<file path="config.mk">
export PLATFORM = sky130hd
export DESIGN_NAME = button_event_detector_flat
export DESIGN_NICKNAME = d
export VERILOG_FILES = /design/src/bed_pkg.sv /design/src/bed_in_if.sv /design/src/bed_out_if.sv /design/src/button_event_detector.sv /design/src/flat_wrapper.sv
export SDC_FILE = /design/constraint.sdc
export NUM_CORES = 2
export LEC_CHECK = 0
export ABC_AREA = 0
export BUFFER_PORTS_ARGS = -buffer_cell sky130_fd_sc_hd__buf_2
export CAP_MARGIN = 20
export CORE_AREA = 2 2 436 438
export CTS_CLUSTER_SIZE = 40
export DETAILED_ROUTE_END_ITERATION = 8
export DIE_AREA = 0 0 438 440
export HOLD_SLACK_MARGIN = 0.06
export SLEW_MARGIN = 10
export SYNTH_ARGS = -nofsm -noshare
export SYNTH_HDL_FRONTEND = slang
export SYNTH_SLANG_ARGS = --single-unit
</file>
<file path="constraint.sdc">
create_clock -name clk_i -period 26.5 [get_ports clk_i]
set_input_delay 5.3 -clock clk_i [delete_from_list [all_inputs] [get_ports clk_i]]
set_output_delay 5.3 -clock clk_i [all_outputs]
set_load 0.02 [all_outputs]
</file>
<file path="src/bed_pkg.sv">
package bed_pkg;

  localparam int unsigned NumCh    = 8;
  localparam int unsigned TimeW    = 32;
  localparam int unsigned MsCfgW   = 16;
  localparam int unsigned CountW   = 4;
  localparam int unsigned CfgIdxW  = 3;
  localparam int unsigned CfgDataW = 16;

  typedef logic [NumCh-1:0] ch_mask_t;
  typedef logic [TimeW-1:0] stamp_t;
  typedef logic [MsCfgW-1:0] ms_cfg_t;

  typedef enum logic [CfgIdxW-1:0] {
    CFG_FEATURE_EN  = 3'd0,
    CFG_DEBOUNCE    = 3'd1,
    CFG_LONG_PRESS  = 3'd2,
    CFG_DOUBLE      = 3'd3,
    CFG_COMBO_MSK_A = 3'd4,
    CFG_COMBO_HLD_A = 3'd5,
    CFG_COMBO_MSK_B = 3'd6,
    CFG_COMBO_HLD_B = 3'd7
  } cfg_reg_e;

  typedef enum logic [1:0] {
    COMBO_NONE = 2'd0,
    COMBO_A    = 2'd1,
    COMBO_B    = 2'd2
  } combo_e;

  // feature_enables bit positions
  localparam int unsigned FeatDebBit  = 0;
  localparam int unsigned FeatLongBit = 1;
  localparam int unsigned FeatDblBit  = 2;

endpackage

</file>
<file path="src/bed_in_if.sv">
interface bed_in_if
  import bed_pkg::*;
();
  logic     valid;
  logic     ready;
  ch_mask_t raw_levels;
  stamp_t   now_ms;

  modport source (output valid, output raw_levels, output now_ms, input ready);
  modport sink   (input valid, input raw_levels, input now_ms, output ready);
endinterface

</file>
<file path="src/bed_out_if.sv">
interface bed_out_if
  import bed_pkg::*;
();
  logic              valid;
  logic              ready;
  ch_mask_t          press_events;
  ch_mask_t          release_events;
  ch_mask_t          double_events;
  ch_mask_t          long_events;
  logic [1:0]        combo_fired;
  ch_mask_t          held_mask;
  logic [CountW-1:0] held_count;

  modport source (
    output valid, output press_events, output release_events, output double_events,
    output long_events, output combo_fired, output held_mask, output held_count,
    input ready
  );
  modport sink (
    input valid, input press_events, input release_events, input double_events,
    input long_events, input combo_fired, input held_mask, input held_count,
    output ready
  );
endinterface

</file>
<file path="src/button_event_detector.sv">
// Pipeline: a tick is taken into the input register when accepted; the result
//   register loads from it when the result register is empty or being taken.
//   Per-channel subtract/compare and the combo check sit between the two registers.
// Throughput: one tick per cycle; the input is ready whenever the input register is
//   empty or its item moves on to the result register (empty or being taken).
// Reset: asynchronous, active low; clears channel and combo state, the pipeline
//   valids, and loads the default register values.
module button_event_detector
  import bed_pkg::*;
(
  input  logic                clk_i,
  input  logic                rst_ni,
  input  logic                cfg_we_i,
  input  logic [CfgIdxW-1:0]  cfg_idx_i,
  input  logic [CfgDataW-1:0] cfg_data_i,
  bed_in_if.sink              in_if,
  bed_out_if.source           out_if
);

  // configuration
  logic [2:0] feat_q;
  ms_cfg_t    deb_ms_q, long_ms_q, dbl_ms_q, hold_a_q, hold_b_q;
  ch_mask_t   mask_a_q, mask_b_q;

  always_ff @(posedge clk_i or negedge rst_ni) begin
    if (!rst_ni) begin
      feat_q    <= 3'd7;
      deb_ms_q  <= 16'd50;
      long_ms_q <= 16'd1000;
      dbl_ms_q  <= 16'd300;
      mask_a_q  <= '0;
      hold_a_q  <= '0;
      mask_b_q  <= '0;
      hold_b_q  <= '0;
    end else if (cfg_we_i) begin
      unique case (cfg_reg_e'(cfg_idx_i))
        CFG_FEATURE_EN:  feat_q    <= cfg_data_i[2:0];
        CFG_DEBOUNCE:    deb_ms_q  <= cfg_data_i;
        CFG_LONG_PRESS:  long_ms_q <= cfg_data_i;
        CFG_DOUBLE:      dbl_ms_q  <= cfg_data_i;
        CFG_COMBO_MSK_A: mask_a_q  <= cfg_data_i[NumCh-1:0];
        CFG_COMBO_HLD_A: hold_a_q  <= cfg_data_i;
        CFG_COMBO_MSK_B: mask_b_q  <= cfg_data_i[NumCh-1:0];
        CFG_COMBO_HLD_B: hold_b_q  <= cfg_data_i;
        default: ;
      endcase
    end
  end

  // handshake
  logic     s1_valid_q;
  ch_mask_t raw_q;
  stamp_t   now_q;
  logic     out_valid_q;
  logic     out_free, s1_fire, in_fire;

  assign out_free     = !out_valid_q || out_if.ready;
  assign s1_fire      = s1_valid_q && out_free;
  assign in_if.ready  = !s1_valid_q || out_free;
  assign in_fire      = in_if.valid && in_if.ready;

  always_ff @(posedge clk_i or negedge rst_ni) begin
    if (!rst_ni) begin
      s1_valid_q  <= 1'b0;
      out_valid_q <= 1'b0;
    end else begin
      if (in_if.ready) s1_valid_q <= in_if.valid;
      if (out_free)    out_valid_q <= s1_valid_q;
    end
  end

  always_ff @(posedge clk_i) begin
    if (in_fire) begin
      raw_q <= in_if.raw_levels;
      now_q <= in_if.now_ms;
    end
  end

  // channel state
  ch_mask_t deb_q, deb_d, long_done_q, long_done_d;
  stamp_t   press_q [NumCh];
  stamp_t   press_d [NumCh];
  stamp_t   click_q [NumCh];
  stamp_t   click_d [NumCh];
  combo_e   active_q, active_d;
  stamp_t   start_q, start_d;

  ch_mask_t presses, releases, doubles, longs;
  logic [CountW-1:0] count;

  logic en_deb, en_long, en_dbl;
  assign en_deb  = feat_q[FeatDebBit];
  assign en_long = feat_q[FeatLongBit];
  assign en_dbl  = feat_q[FeatDblBit];

  always_comb begin
    logic   blocked, new_lvl, prev, done_eff;
    stamp_t press_eff;
    deb_d       = deb_q;
    long_done_d = long_done_q;
    presses     = '0;
    releases    = '0;
    doubles     = '0;
    longs       = '0;
    for (int i = 0; i < NumCh; i++) begin
      press_d[i] = press_q[i];
      click_d[i] = click_q[i];
      prev    = deb_q[i];
      // change inside the lockout: channel is frozen this tick
      blocked = en_deb && (raw_q[i] != prev) &&
                !((now_q - press_q[i]) > {16'd0, deb_ms_q});
      new_lvl = blocked ? prev : raw_q[i];
      deb_d[i] = new_lvl;
      press_eff = press_q[i];
      done_eff  = long_done_q[i];
      if (!blocked) begin
        if (new_lvl && !prev) begin
          press_eff  = now_q;
          done_eff   = 1'b0;
          press_d[i] = now_q;
          presses[i] = 1'b1;
          if (en_dbl) begin
            if ((now_q - click_q[i]) < {16'd0, dbl_ms_q}) begin
              doubles[i] = 1'b1;
              click_d[i] = '0;
            end else begin
              click_d[i] = now_q;
            end
          end
        end
        if (!new_lvl && prev) releases[i] = 1'b1;
        if (new_lvl && en_long && !done_eff &&
            (now_q - press_eff) >= {16'd0, long_ms_q}) begin
          done_eff = 1'b1;
          longs[i] = 1'b1;
        end
        long_done_d[i] = done_eff;
      end
    end
  end

  always_comb begin
    count = '0;
    for (int i = 0; i < NumCh; i++) count = count + CountW'(deb_d[i]);
  end

  // combination check, first match in list order wins
  logic    match_a, match_b;
  combo_e  sel, fired;
  ms_cfg_t sel_hold;

  assign match_a = (mask_a_q != '0) && ((deb_d & mask_a_q) == mask_a_q);
  assign match_b = (mask_b_q != '0) && ((deb_d & mask_b_q) == mask_b_q);

  always_comb begin
    active_d = active_q;
    start_d  = start_q;
    fired    = COMBO_NONE;
    sel      = COMBO_NONE;
    sel_hold = '0;
    priority if (match_a) begin
      sel      = COMBO_A;
      sel_hold = hold_a_q;
    end else if (match_b) begin
      sel      = COMBO_B;
      sel_hold = hold_b_q;
    end else begin
      sel      = COMBO_NONE;
    end
    priority if (sel == COMBO_NONE) begin
      active_d = COMBO_NONE;
    end else if (active_q != sel) begin
      active_d = sel;
      start_d  = now_q;
    end else if (sel_hold != '0 && (now_q - start_q) < {16'd0, sel_hold}) begin
      fired = COMBO_NONE;
    end else begin
      active_d = COMBO_NONE;
      fired    = sel;
    end
  end

  always_ff @(posedge clk_i or negedge rst_ni) begin
    if (!rst_ni) begin
      deb_q       <= '0;
      long_done_q <= '0;
      active_q    <= COMBO_NONE;
      start_q     <= '0;
      for (int i = 0; i < NumCh; i++) begin
        press_q[i] <= '0;
        click_q[i] <= '0;
      end
    end else if (s1_fire) begin
      deb_q       <= deb_d;
      long_done_q <= long_done_d;
      active_q    <= active_d;
      start_q     <= start_d;
      for (int i = 0; i < NumCh; i++) begin
        press_q[i] <= press_d[i];
        click_q[i] <= click_d[i];
      end
    end
  end

  // result register
  ch_mask_t          press_ev_q, release_ev_q, double_ev_q, long_ev_q, held_q;
  logic [1:0]        combo_q;
  logic [CountW-1:0] count_q;

  always_ff @(posedge clk_i) begin
    if (s1_fire) begin
      press_ev_q   <= presses;
      release_ev_q <= releases;
      double_ev_q  <= doubles;
      long_ev_q    <= longs;
      combo_q      <= fired;
      held_q       <= deb_d;
      count_q      <= count;
    end
  end

  assign out_if.valid          = out_valid_q;
  assign out_if.press_events   = press_ev_q;
  assign out_if.release_events = release_ev_q;
  assign out_if.double_events  = double_ev_q;
  assign out_if.long_events    = long_ev_q;
  assign out_if.combo_fired    = combo_q;
  assign out_if.held_mask      = held_q;
  assign out_if.held_count     = count_q;

endmodule

</file>
<file path="src/flat_wrapper.sv">
// flat-port wrapper written by rule: the top's interface ports become plain ports
module button_event_detector_flat import bed_pkg::*;
  (clk_i, rst_ni, cfg_we_i, cfg_idx_i, cfg_data_i, in_if_valid, in_if_raw_levels, in_if_now_ms, in_if_ready, out_if_valid, out_if_press_events, out_if_release_events, out_if_double_events, out_if_long_events, out_if_combo_fired, out_if_held_mask, out_if_held_count, out_if_ready);
  bed_in_if in_if_i ();
  bed_out_if out_if_i ();
  input  logic clk_i;
  input  logic rst_ni;
  input  logic cfg_we_i;
  input  logic [CfgIdxW-1:0] cfg_idx_i;
  input  logic [CfgDataW-1:0] cfg_data_i;
  input wire logic [$bits(in_if_i.valid)-1:0] in_if_valid;
  input wire logic [$bits(in_if_i.raw_levels)-1:0] in_if_raw_levels;
  input wire logic [$bits(in_if_i.now_ms)-1:0] in_if_now_ms;
  output wire logic [$bits(in_if_i.ready)-1:0] in_if_ready;
  output wire logic [$bits(out_if_i.valid)-1:0] out_if_valid;
  output wire logic [$bits(out_if_i.press_events)-1:0] out_if_press_events;
  output wire logic [$bits(out_if_i.release_events)-1:0] out_if_release_events;
  output wire logic [$bits(out_if_i.double_events)-1:0] out_if_double_events;
  output wire logic [$bits(out_if_i.long_events)-1:0] out_if_long_events;
  output wire logic [$bits(out_if_i.combo_fired)-1:0] out_if_combo_fired;
  output wire logic [$bits(out_if_i.held_mask)-1:0] out_if_held_mask;
  output wire logic [$bits(out_if_i.held_count)-1:0] out_if_held_count;
  input wire logic [$bits(out_if_i.ready)-1:0] out_if_ready;
  assign in_if_i.valid = in_if_valid;
  assign in_if_i.raw_levels = in_if_raw_levels;
  assign in_if_i.now_ms = in_if_now_ms;
  assign in_if_ready = in_if_i.ready;
  assign out_if_valid = out_if_i.valid;
  assign out_if_press_events = out_if_i.press_events;
  assign out_if_release_events = out_if_i.release_events;
  assign out_if_double_events = out_if_i.double_events;
  assign out_if_long_events = out_if_i.long_events;
  assign out_if_combo_fired = out_if_i.combo_fired;
  assign out_if_held_mask = out_if_i.held_mask;
  assign out_if_held_count = out_if_i.held_count;
  assign out_if_i.ready = out_if_ready;
  button_event_detector u_core (.clk_i(clk_i), .rst_ni(rst_ni), .cfg_we_i(cfg_we_i), .cfg_idx_i(cfg_idx_i), .cfg_data_i(cfg_data_i), .in_if(in_if_i), .out_if(out_if_i));
endmodule
</file>
==> results.yml <==
clock_network:
  ctsHoldBuffers: 0
  cts_resized: 0
  clk_latency_ns: 0.77
  root_buffer: "clkbuf_16"
  numCtsBuffers: 99
  cts_tree: "built"
  cts.sinks: 749
  post_cts.repair.setup_buffers: 0
  cts_max_level: 3
  clock_path_buffers: 3
  clk_pin_slew_worst_paths_ns: 0.07
hold_path:
  hold_path_end: "u_core.click_q[103]"
  hp-start: "u_core.click_q[103]"
  whs_path_depth: 2
  hold_path.class: "flop to flop"
placement:
  routabilityCongestion: 0.9467
  port_buffers: 111
  dp_hpwl_um: 238300
grt:
  track_usage: 0.3149
  antenna_found_initial: 19
  grt_pass1_wl_um: 470200
  grt_max_degree: 68
  grt_pass1_vias: 76140
  gr-total-overflow: 0
logic_synthesis:
  yosysSeqAreaShare: 0.2278
  syn_avg_cell_area_um2: 7.806
  synth_cells: 10790
  ys_warn_count: 0
  synth-async-reset-ratio: 0.8852
  synth_ff_type: "dfrtp_1"
  synth_nets: 12030
  ys_types: 116
  synth_enable_flop_cells: 86
  synth_seq_cells: 749
  syn_area_um2: 84250
sta:
  timing.final.crit_share: 0.5069
  max_slew_margin: 0.1772
  final.setup_skew_ns: 0.04693
  fin_crit_ns: 13.43
  rsz0062_at_grt: "false"
  hold_violations: 0
  tns_ns: 0
  max_slew.worst_pin.slew_ns: 1.210
  fmax_mhz: 74.44
  maxSlewViolCount: 0
  finalSetupViolCount: 0
  whs_ns: 0.4782
floorplanning:
  die_w_um: 438
  start_util: 0.4467
  core-area_um2: 188600
  die_area_um2: 192700
  ios: 112
  std_cell_rows: 160
  fp.dieH_um: 440
critical_path:
  start_kind: "flop"
  path_class: "flop to flop"
  max_stage_delay_ns: 0.65
  critPathSlowestCell: "edfxtp_1"
  r2r-end: "u_core.out_if.long_events[4]"
  end_kind: "flop"
  timing.rr.start: "u_core.now_q[0]"
  reg2reg_depth: 56
  path_max_fanout: 63
  r2r_setup_slack_ns: 13.07
  critPathMostFrequentCell: "o21ai_0"
  worst_ep_arrival_time_ns: 13.91
  worstPathRequired_ns: 26.98
route:
  dr.pass1.iters: 5
  drc: 0
  vias: 81520
  wl_um: 313100
  ant_nets: 0
  routed_via_density: 6.090
  drt_iter0_drc: 6983
  wl_per_cell_um: 23.39
finish:
  nFillCells: 18460
  layout.nets: 12010
  drive_gt1_frac: 0.07230
  multiInputGateArea_um2: 60220
  area_growth_pct: 8.701
  regArea_um2: 19190
flow_run:
  cap_violations: 0
pwr:
  peakVddDrop_v: 0.00005784
  p_per_area_nw_per_um2: 110.9
  power.leakage_nw: 41.26
run_status:
  status: "finished, final reports clean"
## per-layer routing
| metal | up-vias | track usage | wire length [µm] |
|---|---|---|---|
| met1 | 39230 | 0.4213 | 138600 |
| li1 | 39170 | - | - |
| met2 | 2584 | 0.4973 | 137200 |
| met4 | 4 | 0.1573 | 17450 |
| met5 | - | 0 | 27 |
| met3 | 533 | 0.04244 | 19770 |
## worst max path at each step
| stage | start | to | slack, ns | cells after the start |
|---|---|---|---|---|
| CTS | u_core.now_q[0] | u_core.out_if.long_events[4] | 13.33 | 56 |
| finish | u_core.now_q[0] | u_core.out_if.long_events[4] | 13.07 | 56 |
| floorplan | u_core.now_q[1] | u_core.out_if.long_events[5] | 14.78 | 49 |
| global placement | u_core.now_q[0] | u_core.out_if.long_events[4] | 13.82 | 56 |
| global route | u_core.now_q[4] | u_core.out_if.long_events[5] | 11.99 | 51 |
| detailed placement | u_core.now_q[0] | u_core.out_if.long_events[4] | 13.41 | 56 |
## worst max-delay path: cells and delay by family, from the launching register on
| family | cells | cell delay, ns |
|---|---|---|
| muxes | 1 | 0.14 |
| buffers and inverters | 4 | 0.96 |
| adders and majority gates | 7 | 1.97 |
| and+or+nand+nor | 18 | 3.68 |
| xor gates and xnor gates | 1 | 0.15 |
| DFF | 1 | 0.65 |
| AOI/OAI and AO/OA | 25 | 5.51 |
## cell type report
| class | instances | area share |
|---|---|---|
| Inverter | 893 | 0.03663 |
| Sequential cell | 749 | 0.2096 |
| Multi-Input combinational cell | 8719 | 0.6576 |
| Clock buffer | 128 | 0.03078 |
| Antenna cell | 17 | 0.0004645 |
| Tap cell | 2511 | 0.03431 |
| Clock inverter | 58 | 0.007187 |
| Timing Repair Buffer | 310 | 0.02342 |
## power by group
group          total [mW]  leakage, nW  switching [mW]  internal (mW)
combinational        6.95         30.7            4.12           2.82
sequential           1.76         8.89           0.194           1.56
clock                1.45         1.72           0.609          0.843
total                10.2         41.3            4.93           5.23
## cell usage after synthesis (31+ instances only)
library cell,count,share of area
ha_1,1145,0.17
nand2_1,1123,0.050
inv_1,886,0.039
a21oi_1,885,0.053
o21ai_0,859,0.051
nor2_1,832,0.037
dfrtp_1,647,0.19
clkbuf_1,388,0.017
a21o_1,329,0.029
xnor2_1,302,0.031
o22ai_1,216,0.016
nand3_1,185,0.011
nor2b_1,181,0.013
nand2b_1,177,0.013
o21a_1,177,0.016
nor3_1,176,0.010
mux2i_1,155,0.018
nand4_1,152,0.011
xor2_1,150,0.016
mux2_2,129,0.017
a211oi_1,107,0.0095
a31oi_1,102,0.0076
o21bai_1,89,0.0079
edfxtp_1,86,0.031
o211ai_1,83,0.0074
and3_1,82,0.0061
nor4_1,70,0.0052
o31ai_1,59,0.0053
a21boi_0,53,0.0047
and2_1,52,0.0039
o2111ai_1,45,0.0047
a22o_1,44,0.0046
or2_2,44,0.0033
a22oi_1,42,0.0037
or3_1,42,0.0031
a2111oi_0,40,0.0042
or4_1,36,0.0032
nor3b_1,31,0.0028
## cells by family (layout without fill, tap and decap cells)
logic type | Yosys count | count (layout) | synth area share
compound gates | 3494 | 3494 | 0.2646
fa+ha+maj | 1194 | 1194 | 0.1793
buf+inv | 1325 | 1389 | 0.05941
other cells | 0 | 17 | 0
mux | 285 | 285 | 0.03582
xor+xnor | 453 | 453 | 0.04732
simple gates | 3293 | 3293 | 0.1857
flops | 749 | 749 | 0.2278
## flip-flops by register name, summed over array words and instances (netlist names), 32 cells and up
| signal | count |
|---|---|
| u_core.press_q | 256 |
| u_core.start_q | 32 |
| u_core.now_q | 32 |
| u_core.click_q | 256 |
## through the flow
stage            util  cell area, µm²  total power [mW]  std cells  worst slack [ns]
2_1_floorplan       -           84250             6.881      10790             14.78
3_3_place_gp   0.4667           88020             8.442      13180             13.82
3_5_place_dp   0.4667           88020             8.563      13180             13.41
4_1_cts        0.4852           91500             10.09      13360             13.33
5_1_grt        0.4856           91570             11.07      13380             11.99
6_report       0.4856           91580             10.16      13390             13.07
## placed cells by master, fill, tap and decap left out, drive strengths merged, types with 73 or more instances in the layout
master  instances
nand2b        177
o21a          177
a31oi         102
o211ai         83
clkbuf        129
nor2b         181
dfrtp         647
nand4         152
o21ai         882
nor3          176
buf           308
ha           1145
o22ai         216
a21o          329
nor4           73
mux2i         156
nand3         186
nand2        1124
o21bai         89
a211oi        108
edfxtp         86
a21oi         888
nor2          834
xnor2         302
and3           82
inv           894
mux2          129
xor2          151
(Power assumes the default switching activity.)
